[src/rtl/dtfp_pkg.sv]
`timescale 1ns / 1ps

package dtfp_pkg;

  // Upper bound on the reported length before the 16-bit field saturates.
  localparam logic [31:0] DefaultMaxLength = 32'd65535;

  // Entries in the queue between the front and the back end.
  localparam int unsigned QueueDepth = 2;

  localparam logic [15:0] CharMinus = 16'h002D;
  localparam logic [15:0] CharPlus  = 16'h002B;
  localparam logic [15:0] CharDot   = 16'h002E;
  localparam logic [15:0] CharZero  = 16'h0030;
  localparam logic [15:0] CharNine  = 16'h0039;

  // 0.1 in unsigned Q0.32, rounded up.
  localparam logic [31:0] TenthQ32 = 32'd429496730;
  localparam logic [31:0] IntLimit = 32'h7FFF_FFFF;

  typedef struct packed {
    logic [15:0] ch;
    logic        last;
  } dtfp_in_t;

  typedef struct packed {
    logic signed [63:0] value;
    logic [15:0]        used_length;
    logic               overflow;
  } dtfp_out_t;

  typedef enum logic [2:0] {
    OP_NONE,
    OP_NEG,
    OP_POS,
    OP_INT,
    OP_DOT,
    OP_FRAC
  } dtfp_op_e;

  // One classified character on its way to the back end.
  typedef struct packed {
    dtfp_op_e    op;
    logic [3:0]  digit;
    logic        emit;
  } dtfp_entry_t;

endpackage

[src/rtl/dtfp_queue.sv]
`timescale 1ns / 1ps

module dtfp_queue import dtfp_pkg::*; (
  input  logic        clk_i,
  input  logic        rst_ni,
  input  logic        push_i,
  input  dtfp_entry_t push_data_i,
  output logic        full_o,
  input  logic        pop_i,
  output logic        valid_o,
  output dtfp_entry_t data_o
);

  localparam int unsigned PtrW = (QueueDepth > 1) ? $clog2(QueueDepth) : 1;
  localparam int unsigned CntW = $clog2(QueueDepth + 1);
  localparam logic [PtrW-1:0] LastPtr = PtrW'(QueueDepth - 1);
  localparam logic [CntW-1:0] FullCnt = CntW'(QueueDepth);

  dtfp_entry_t      mem_q [QueueDepth];
  logic [PtrW-1:0]  wr_ptr_q, wr_ptr_d;
  logic [PtrW-1:0]  rd_ptr_q, rd_ptr_d;
  logic [CntW-1:0]  count_q, count_d;

  assign full_o  = (count_q == FullCnt);
  assign valid_o = (count_q != '0);
  assign data_o  = mem_q[rd_ptr_q];

  always_comb begin
    wr_ptr_d = wr_ptr_q;
    rd_ptr_d = rd_ptr_q;
    count_d  = count_q;
    if (push_i) begin
      wr_ptr_d = (wr_ptr_q == LastPtr) ? '0 : wr_ptr_q + 1'b1;
    end
    if (pop_i) begin
      rd_ptr_d = (rd_ptr_q == LastPtr) ? '0 : rd_ptr_q + 1'b1;
    end
    if (push_i && !pop_i) begin
      count_d = count_q + 1'b1;
    end else if (pop_i && !push_i) begin
      count_d = count_q - 1'b1;
    end
  end

  always_ff @(posedge clk_i or negedge rst_ni) begin
    if (!rst_ni) begin
      wr_ptr_q <= '0;
      rd_ptr_q <= '0;
      count_q  <= '0;
    end else begin
      wr_ptr_q <= wr_ptr_d;
      rd_ptr_q <= rd_ptr_d;
      count_q  <= count_d;
    end
  end

  always_ff @(posedge clk_i) begin
    if (push_i) begin
      mem_q[wr_ptr_q] <= push_data_i;
    end
  end

endmodule

[config.mk]
export PLATFORM = sky130hd
export DESIGN_NAME = dtfp_queue
export DESIGN_NICKNAME = d
export VERILOG_FILES = /design/src/rtl/dtfp_pkg.sv /design/src/rtl/dtfp_queue.sv
export SDC_FILE = /design/constraint.sdc
export NUM_CORES = 1
export LEC_CHECK = 0
export BUFFER_PORTS_ARGS = -buffer_cell sky130_fd_sc_hd__buf_4
export CORE_MARGIN = 2
export CORE_UTILIZATION = 25
export CTS_BUF_LIST = sky130_fd_sc_hd__clkbuf_16
export DETAILED_ROUTE_END_ITERATION = 6
export PLACE_DENSITY = 0.42
export SYNTH_ARGS = -nofsm -noshare
export SYNTH_HDL_FRONTEND = slang
export SYNTH_SLANG_ARGS = --single-unit
[constraint.sdc]
create_clock -name clk_i -period 1.18 [get_ports clk_i]
set_input_delay 0 -clock clk_i [delete_from_list [all_inputs] [get_ports clk_i]]
set_output_delay 0 -clock clk_i [all_outputs]
set_load 0.01 [all_outputs]
Word level (Yosys, flattened, before mapping)
Memories as Yosys holds them, arrays and structs flattened.
Cells that the tools add are included.
Cells by class
  add/sub/neg operators: 4
  multiply operators: 0
  divide/modulo/power cells: 0
  magnitude comparators: 0
  eq/ne operators: 1
  shift-type cells: 0
  multiplexer cells: 6
  bitwise operators: 0
  reductions and logical operators: 6
Operators with widths (number)
  1-bit two-way mux: 4
  2-bit two-way mux: 2
  2-bit nonzero test: 2
  1-bit adder (second input constant): 2
  2-bit by 1-bit adder with 2-bit output (second input constant): 1
  2-bit == test (second input constant): 1
  1-bit logical AND: 2
  1-bit zero test: 2
  2-bit by 1-bit subtractor with 2-bit output (second input constant): 1
Word-level totals
  flip-flop bits (word level): 4
  bits in latches: 0
  RAM bits: 16
  ROM bits: 0
  input bits: 12
  word-level logic and storage cells: 21
  memories kept: 1
Memory list
  mem_q: depth 2, width 8, rd ports 1, clocked after memory_dff 0, write ports 1, RTL line dtfp_queue.sv:19  | dtfp_entry_t mem_q [QueueDepth];

Depth between registers and ports, before layout
  depth after elaboration: 4
  depth in mapped cells: 5

Least setup slack after synthesis
OpenSTA, ideal clock, no wires.
  path kind: register to register
  from: register wr_ptr_q
  to: memory mem_q[0][0] (netlist name) (enable)
  library setup time: 0.373 ns
  arrival time: 0.789 ns
  required time: 0.807 ns
  setup slack: 0.018 ns
  stages on the path, launching flop included: 2
  path buffers: 0
  cells stage by stage: dfrtp_1 -> nor2b_1
RTL lines
  start: declaration: RTL line dtfp_queue.sv:20  | logic [PtrW-1:0] wr_ptr_q, wr_ptr_d;
  start signal: assignment: RTL line dtfp_queue.sv:51  | wr_ptr_q <= wr_ptr_d;
  end: declaration: RTL line dtfp_queue.sv:19
Straight into the memory's write port.

==> flow_summary.toml <==
[final_layout]
fin_area_um2 = 1286
final_common_cell = "buf_4"
drive_gt1_frac = 0.5181
nets = 97
layout_common_cells = "19 x buf_4, 16 x edfxtp_1, 11 x dlygate4sd3_1"
stdcell_count = 116
area_delta_synth_final_pct = 66.34
n_antenna_cell = 0

[placed_design]
gp_congestion = 0.6060
place_inst = 98
dpl_cell_area_um2 = 991.0
hpwl_um = 889.3
place_ws_ps = 42.77
port-buffer-count = 21

[pwr]
p_per_area_nw_per_um2 = 2368
ir_drop_mv = 1.188
p_leak_uw = 0.0005458
power_uw = 3046

[synth]
ys_ff_latch = 20
synth_top_area_cell = "edfxtp_1"
synth.area.top_cells = "edfxtp_1 62%, dfrtp_1 13%, mux2_2 12%"
syn-num-nets = 54
synth_area_um2 = 773.2
yosysSeqAreaShare = 0.7508
synth.avg_cell_area_um2 = 18.86
synthCells = 41
yosysWarnings = 0
synth_cell_type_count = 13
synth_top_area_frac = 0.6214

[job]
drv_cap = 0

[floorplanning]
row_count = 20
core_area_um2 = 3003
dieArea_um2 = 3554
io_pins = 22
initial_utilization = 0.2575
die_w_um = 59.62
dieHeight_um = 59.62

[setup_path]
critPathKind = "flip-flop to output port"
worstPathRequired_ps = 1180
rr_worst_depth = 2
critPathCaptureType = "output port"
crit_path_start = "rd_ptr_q"
cp-start-kind = "flip-flop"
r2r-end = "mem_q[0][5]"
rrSetupSlack_ps = 150
crit_arrival_ps = 1230
r2r_start = "wr_ptr_q"
path_max_fanout = 5

[timing]
worst_clock_skew_ps = 3.017
final-setup-viol-count = 8
worst_pin_slew_ps = 146.7
slew_headroom = 0.9020
fmax_ghz = 0.8135
hold_viol = 0
tns_ps = -316.8
post-route-min-period_ps = 1229
slew_violations = 0
period_share = 1.042
fin_ws_ps = -49.19
rsz0062_at_grt = "true"

[route]
drtIter0Drc = 12
ant_nets = 0
vias = 464
post-route-drc-count = 0
drt_first_pass_iters = 4
wl_per_cell_um = 11.56
vias_per_cell = 4.000
wl_um = 1341

[grt]
grt_pass1_wl_um = 2187
grt_max_degree = 13
antenna_found_initial = 0
grt-ovfl-total = 0
grt_pass1_vias = 499
grt_use_total = 0.09070

[run_status]
failed_checks = "negative setup slack"
status = "complete, but fails checks"

[clock_network]
clockBufferDepth = 2
root_buffer = "clkbuf_16"
path_clk_slew_ps = 60
numCtsBuffers = 3
insertion_delay_ps = 250
htreeDepth = 1
clock_sinks = 20
cts_tree = "done"

[min_path]
hold_class = "input port to asynchronous set/reset pin"
Yosys cell counts:
cell type	instances
buf_6	1
nor2b_1	1
mux2_2	8
nor2_1	1
or2_2	1
dfrtp_1	4
and2b_2	1
edfxtp_1	16
xnor2_1	1
xor2_1	4
ha_1	1
and2_1	1
inv_1	1
layout make-up:
cell class | count | area, um^2
Inverter | 1 | 3.754
Tap cell | 33 | 41.29
Clock inverter | 1 | 30.03
Clock buffer | 3 | 75.07
Multi-Input combinational cell | 19 | 200.2
Sequential cell | 20 | 581.8
Timing Repair Buffer | 39 | 354.1
Fill cell | 291 | 1717
stage by stage:
stage	util	hold slack, ps
floorplan	-	-295.6
global placement	0.3300	-198.6
CTS	0.4133	64.27
detailed placement	0.3300	-200.2
global route	0.4283	70.97
finish	0.4283	67.06
kinds of logic after synthesis:
group	share of synthesized area
and+or+nand+nor	0.04047
buffers and inverters	0.01941
adders and majority gates	0.01618
DFF	0.7508
muxes	0.1165
xor gates and xnor gates	0.05663
critical path, stage by stage (launching register included):
cell and delay (ps):
dfrtp_2 410, buf_6 140, mux2_4 300, buf_6 120
how the worst max path moves through the flow:
stage                       end  slack, ps  cells after the start
CTS                   data_o[4]        -50                      3
finish                data_o[3]        -50                      3
global placement      data_o[5]         60                      2
global route          data_o[5]        -80                      3
detailed placement    data_o[3]         40                      2
floorplan           mem_q[0][0]         20                      1
metal layers:
| metal | vias up | global-route usage | part of all wire |
|---|---|---|---|
| met2 | 14 | 0.1397 | 0.48 |
| li1 | 231 | - | - |
| met5 | - | 0 | 0 |
| met1 | 217 | 0.1054 | 0.45 |
| met3 | 2 | 0.04803 | 0.055 |
| met4 | 0 | 0.03810 | 0.016 |
sequential cells by signal, summed over array words and instances (netlist names):
register / count
mem_q: 16
rd_ptr_q: 1
wr_ptr_q: 1
count_q: 2
repair_timing:
item | in CTS | in global routing
hold buffers | 11 | 0
hold endpoints to repair | 22 | 0
endpoints found under the setup margin | 8 | 9
buffers inserted | 3 | 0
resized for setup | 6 | 12
pin swaps | 0 | 2
report_power, final:
group,switching (uW),total [uW],internal (uW)
clock,255,928,673
sequential,85.4,1050,965
combinational,394,1070,674
total,735,3050,2310
(Power assumes the default switching activity.)
