==> config.mk <==
export PLATFORM = sky130hd
export DESIGN_NAME = dtfp_front
export DESIGN_NICKNAME = d
export VERILOG_FILES = /design/src/rtl/dtfp_pkg.sv /design/src/rtl/dtfp_front.sv
export SDC_FILE = /design/constraint.sdc
export NUM_CORES = 1
export LEC_CHECK = 0
export ABC_CLOCK_PERIOD_IN_PS = 1600
export BUFFER_PORTS_ARGS = -buffer_cell sky130_fd_sc_hd__buf_2
export CAP_MARGIN = 20
export CORE_AREA = 2 2 39 41
export CTS_CLUSTER_DIAMETER = 60
export DETAILED_ROUTE_END_ITERATION = 6
export DIE_AREA = 0 0 41 43
export GPL_ROUTABILITY_DRIVEN = 0
export GPL_TIMING_DRIVEN = 0
export PLACE_DENSITY_LB_ADDON = 0.25
export SYNTH_ARGS = -nofsm -noshare
export SYNTH_HDL_FRONTEND = slang
export SYNTH_SLANG_ARGS = --single-unit
==> constraint.sdc <==
create_clock -name clk_i -period 1.6 [get_ports clk_i]
set_input_delay 0.16 -clock clk_i [delete_from_list [all_inputs] [get_ports clk_i]]
set_output_delay 0.16 -clock clk_i [all_outputs]
set_load 0.03 [all_outputs]
==> src/rtl/dtfp_pkg.sv <==
`timescale 1ns / 1ps

package dtfp_pkg;

  // Upper bound on the reported length before the 16-bit field saturates.
  localparam logic [31:0] DefaultMaxLength = 32'd65535;

  // Entries in the queue between the front and the back end.
  localparam int unsigned QueueDepth = 2;

  localparam logic [15:0] CharMinus = 16'h002D;
  localparam logic [15:0] CharPlus  = 16'h002B;
  localparam logic [15:0] CharDot   = 16'h002E;
  localparam logic [15:0] CharZero  = 16'h0030;
  localparam logic [15:0] CharNine  = 16'h0039;

  // 0.1 in unsigned Q0.32, rounded up.
  localparam logic [31:0] TenthQ32 = 32'd429496730;
  localparam logic [31:0] IntLimit = 32'h7FFF_FFFF;

  typedef struct packed {
    logic [15:0] ch;
    logic        last;
  } dtfp_in_t;

  typedef struct packed {
    logic signed [63:0] value;
    logic [15:0]        used_length;
    logic               overflow;
  } dtfp_out_t;

  typedef enum logic [2:0] {
    OP_NONE,
    OP_NEG,
    OP_POS,
    OP_INT,
    OP_DOT,
    OP_FRAC
  } dtfp_op_e;

  // One classified character on its way to the back end.
  typedef struct packed {
    dtfp_op_e    op;
    logic [3:0]  digit;
    logic        emit;
  } dtfp_entry_t;

endpackage

==> src/rtl/dtfp_front.sv <==
`timescale 1ns / 1ps

module dtfp_front import dtfp_pkg::*; (
  input  logic        clk_i,
  input  logic        rst_ni,
  input  logic        in_valid_i,
  output logic        in_stall_o,
  input  dtfp_in_t    in_data_i,
  input  logic        q_full_i,
  output logic        push_o,
  output dtfp_entry_t push_data_o
);

  localparam logic [1:0] PhStart = 2'd0;
  localparam logic [1:0] PhInt   = 2'd1;
  localparam logic [1:0] PhFrac  = 2'd2;
  localparam logic [1:0] PhSkip  = 2'd3;

  logic [1:0] phase_q, phase_d;
  logic [1:0] next_phase;
  logic       in_accept;
  logic       is_digit;
  logic       taken;
  dtfp_op_e   op;

  assign in_stall_o = q_full_i;
  assign in_accept  = in_valid_i && !q_full_i;
  assign is_digit   = (in_data_i.ch >= CharZero) && (in_data_i.ch <= CharNine);

  always_comb begin
    taken      = 1'b0;
    op         = OP_NONE;
    next_phase = phase_q;
    unique case (phase_q) inside
      PhStart, PhInt: begin
        next_phase = PhInt;
        if (phase_q == PhStart && in_data_i.ch == CharMinus) begin
          op    = OP_NEG;
          taken = 1'b1;
        end else if (phase_q == PhStart && in_data_i.ch == CharPlus) begin
          op    = OP_POS;
          taken = 1'b1;
        end else if (is_digit) begin
          op    = OP_INT;
          taken = 1'b1;
        end else if (in_data_i.ch == CharDot) begin
          op         = OP_DOT;
          taken      = 1'b1;
          next_phase = PhFrac;
        end
      end
      PhFrac: begin
        if (is_digit) begin
          op    = OP_FRAC;
          taken = 1'b1;
        end
      end
      default: begin
        next_phase = PhSkip;
      end
    endcase
    // A rejected or final character closes the number.
    if (!taken || in_data_i.last) begin
      next_phase = in_data_i.last ? PhStart : PhSkip;
    end
  end

  always_comb begin
    phase_d = phase_q;
    if (in_accept) begin
      if (phase_q == PhSkip) begin
        phase_d = in_data_i.last ? PhStart : PhSkip;
      end else begin
        phase_d = next_phase;
      end
    end
  end

  // Characters after the stop carry no work for the back end.
  assign push_o            = in_accept && (phase_q != PhSkip);
  assign push_data_o.op    = op;
  assign push_data_o.digit = is_digit ? 4'(in_data_i.ch - CharZero) : 4'd0;
  assign push_data_o.emit  = !taken || in_data_i.last;

  always_ff @(posedge clk_i or negedge rst_ni) begin
    if (!rst_ni) begin
      phase_q <= PhStart;
    end else begin
      phase_q <= phase_d;
    end
  end

endmodule

== Word level (Yosys, flattened, before mapping) ==
Cells that the tools add are included.

* Input bits: 21
* Output and inout bits: 10
* Word-level logic and storage cells: 44
* Bits in registers: 2

* Magnitude comparators: 2
* Multiplexer cells: 21
* Reduce and logical (&&, ||, !) cells: 11
* $add $sub $neg: 1
* Equal/unequal tests: 8

{| class="wikitable"
|+ Operator list
! cell !! number
|-
| 16-bit by 6-bit equality test with 1-bit output, second input constant || 3
|-
| 16-bit by 6-bit >= comparator with 1-bit output, second input constant || 1
|-
| 16-bit by 6-bit <= comparator with 1-bit output, second input constant || 1
|-
| 3-bit 2-to-1 mux || 5
|-
| 2-bit 2-to-1 mux || 7
|-
| 3-bit case mux with 2 select lines || 1
|-
| 1-bit logical AND || 5
|-
| 1-bit 2-to-1 mux || 5
|-
| 2-bit equality test, second input constant || 2
|-
| 4-bit 2-to-1 mux || 1
|-
| 2-bit case mux with 2 select lines || 1
|-
| 4-bit by 1-bit subtractor with 4-bit output, second input constant || 1
|-
| 3-bit by 2-bit inequality test with 1-bit output, second input constant || 1
|-
| 2-bit by 1-bit equality test with 1-bit output, second input constant || 1
|-
| 1-bit zero test || 2
|-
| 2-bit zero test || 1
|-
| 2-bit inequality test, second input constant || 1
|-
| 1-bit case mux with 2 select lines || 1
|-
| 2-bit AND reduction || 1
|-
| 2-bit OR reduction || 1
|-
| 1-bit logical OR || 1
|}

== Depth between registers and ports, before layout ==
* Depth in word-level cells: 10
* Gate-level depth with buffers: 5
* Gate-level depth less buffers: 4

== Worst setup path before layout ==
Ideal clock, no wire load.

* Kind: register to output
* Start point: reg phase_q[1]
* End point: out push_data_o[6] (netlist name)
* Path buffers: 1
* Arrival: 1.684 ns
* Cell stages (with the launch flop): 5
* Required time: 1.440 ns
* Setup slack: -0.244 ns
* Path through: dfrtp_1 -> buf_6 -> nor4b_2 -> nand4_1 -> a211oi_1

{| class="wikitable"
|+ RTL lines
! item !! line !! source
|-
| from (decl) || dtfp_front.sv:19 || <nowiki>logic [1:0] phase_q, phase_d;</nowiki>
|-
| from (signal assigned) || dtfp_front.sv:87 || <nowiki>phase_q <= PhStart;</nowiki>
|-
| from (signal assigned) || dtfp_front.sv:89 || <nowiki>phase_q <= phase_d;</nowiki>
|-
| to (decl) || dtfp_front.sv:11 || <nowiki>output dtfp_entry_t push_data_o</nowiki>
|}

==> qor.yml <==
detailed_routing:
  wl_per_cell_um: 10.22
  vias: 463
  antenna_left: 0
  dr.pass1.iters: 2
  vias_per_cell: 4.773
  drc: 0
  drtIter0Drc: 4
  drt-total-wl_um: 991
setup_path:
  cp_cell_sequence: "nor4b_4 > nand4_1 > a211oi_2 > buf_4"
  worstSetupEndpointType: "primary output"
  worstPathRequired_ns: 1.44
  cp_max_fo: 3
  path_class: "flop to primary output"
  cp_top_family: "simple AND/OR/NAND/NOR gates"
  start_kind: "flop"
  cp.buffers_inverters: 1
  critPathMaxStageDelay_ns: 0.40
  crit_slowest_cell: "dfrtp_1"
  worstPathArrival_ns: 1.49
logic_synthesis:
  seq_area_frac_synth: 0.1254
  yosysMostFrequentCell: "nand2_1"
  yosys_warnings: 0
  synth_nets: 66
  synth_cell_types: 31
  async_reset_ff_frac: 1.000
  synth.avg_cell_area_um2: 8.870
  synth_area_leader_cell: "dfrtp_1"
  ys_top_cells_by_count: "nand2_1 (7), and2_2 (4), inv_1 (3)"
  syn_inst: 45
  synth_edf_count: 0
  synth-main-ff-cell: "dfrtp_1"
  ys_ff_latch: 2
  ys_top_cells_by_area: "dfrtp_1 (13%), and2_2 (7.5%), nand2_1 (6.6%)"
  netlist_area_um2: 399.1
  synth_top_area_share: 0.1254
final_layout:
  drive_gt1_frac: 0.6790
  num-fill-cells: 143
  largest-register: "phase_q"
  final_nets: 104
  top_regs: "phase_q: 2 flops"
  diodes: 0
  final_util: 0.4647
  largest_reg_flops: 2
  syn2layout_area_growth_pct: 61.13
sta:
  finalHoldViolCount: 0
  layout_setup_ws_ns: -0.05473
  slew_headroom: 0.8200
  finalCritPeriodShare: 1.034
  setup_violations: 3
  fin_crit_ns: 1.655
  worstMarginPinSlew_ns: 0.2689
  report.final.slew_viol_count: 0
  fin_skew_ns: 0.0007069
  fmax_mhz: 604.3
  rsz0062_at_grt: "yes"
hold_path:
  hp-class: "primary input to flop"
flow_run:
  drv_cap: 0
pwr:
  leakagePower_nw: 0.3059
  p_per_area_nw_per_um2: 457.8
  peakVddDrop_mv: 0.4917
die:
  pin_count: 31
  initial_core_util: 0.2884
  design.die.area_um2: 1763
  core_area_um2: 1384
  die_w_um: 41
  row_count: 14
  die-height_um: 43
global_routing:
  grt_usage: 0.1295
  grt_max_degree: 9
  overflow: 0
  grt_pass1_wl_um: 1621
  antenna_found_initial: 0
  grt_pass1_vias: 442
clock_tree:
  cts_buffer_depth: 2
  cts.sinks: 2
  clk_pin_slew_ns: 0.03
  clk_latency_ns: 0.22
  cts_max_level: 1
  cts_root_buffer: "clkbuf_4"
  numCtsBuffers: 3
  cts_tree: "yes"
outcome:
  violations: "negative setup slack"
  outcome: "complete, but fails checks"
placed_design:
  place_hpwl_um: 822.8
  dp_slack_ns: 0.02136
  port_buffers: 30
## layout make-up
class | instances | area (um2) | share of cell area
buffer | 2 | 18.77 | 0.02918
clock buffer | 3 | 22.52 | 0.03502
inverter | 3 | 11.26 | 0.01751
multi-input combinational | 37 | 329.1 | 0.5117
sequential | 2 | 51.30 | 0.07977
tap | 16 | 20.02 | 0.03113
timing repair buffer | 34 | 190.2 | 0.2957
## layout by cell type (no fill, tap or decap), types with 2 or more instances in the layout
| cell type | netlist | final |
|---|---|---|
| and2_2 | 4 | 4 |
| nand2_1 | 7 | 7 |
| inv_1 | 3 | 3 |
| buf_2 | 0 | 27 |
| nor2_1 | 2 | 2 |
| nor4b_4 | 1 | 2 |
| clkbuf_4 | 0 | 3 |
| buf_4 | 1 | 7 |
## cell families (layout without fill, tap and decap cells)
logic type | after synthesis | in the layout | share of synthesized area
and+or+nand+nor | 24 | 24 | 0.4702
AOI/OAI and AO/OA | 12 | 12 | 0.2790
buffers and inverters | 6 | 42 | 0.1034
DFF | 2 | 2 | 0.1254
xor gates and xnor gates | 1 | 1 | 0.02195
## power by group
part           leakage, nW  internal, W  switching (W)
logic                0.271    0.0000587      0.0000603
registers           0.0211    0.0000581     0.00000929
clock network       0.0138    0.0000825      0.0000256
total                0.306     0.000199      0.0000952
## per-layer routing
metal	wire length (um)	GRT usage	vias to the layer above
li1	-	-	243
met3	51	0.03141	0
met2	483	0.2219	16
met1	456	0.1576	204
met5	0	0	-
met4	0	0.02000	0
## metrics by stage
stage / setup TNS [ns] / instances / cell area [um2] / power, W / hold slack, ns
after floorplan: -0.06531 / 45 / 404.1 / 0.0001224 / -0.1356
after global placement: 0 / 91 / 574.3 / 0.0001703 / -0.05603
after detailed placement: 0 / 91 / 574.3 / 0.0001726 / -0.05426
after CTS: -0.2525 / 96 / 629.4 / 0.0002965 / 0.1717
after global routing: -0.4089 / 97 / 643.1 / 0.0003200 / 0.1797
final: -0.08949 / 97 / 643.1 / 0.0002944 / 0.1696
## path summary, 6_finish.rpt
path / to / slack [ns] / from / cells past startpoint
worst max-delay path: push_data_o[6] / -0.05 / phase_q[1]$_DFFE_PN0P_ / 4
worst min-delay path: phase_q[1]$_DFFE_PN0P_ / 0.17 / in_data_i[0] / 2
worst max register to register: phase_q[1]$_DFFE_PN0P_ / 0.32 / phase_q[1]$_DFFE_PN0P_ / 4
worst min register to register: phase_q[0]$_DFFE_PN0P_ / 0.59 / phase_q[0]$_DFFE_PN0P_ / 1
max in group asynchronous: phase_q[0]$_DFFE_PN0P_ / 1.24 / rst_ni / 2
min in group asynchronous: phase_q[0]$_DFFE_PN0P_ / 0.25 / rst_ni / 2
## timing repair
item / in CTS / in global routing
pin swaps: 3 / 0
setup endpoints to repair: 3 / 3
hold endpoints to repair: 2 / 0
gates resized for setup: 4 / 2
buffers inserted: 1 / 2
cloned: 0 / 0
hold buffers: 1 / 0
No activity file was read; power rests on OpenSTA's default activity.
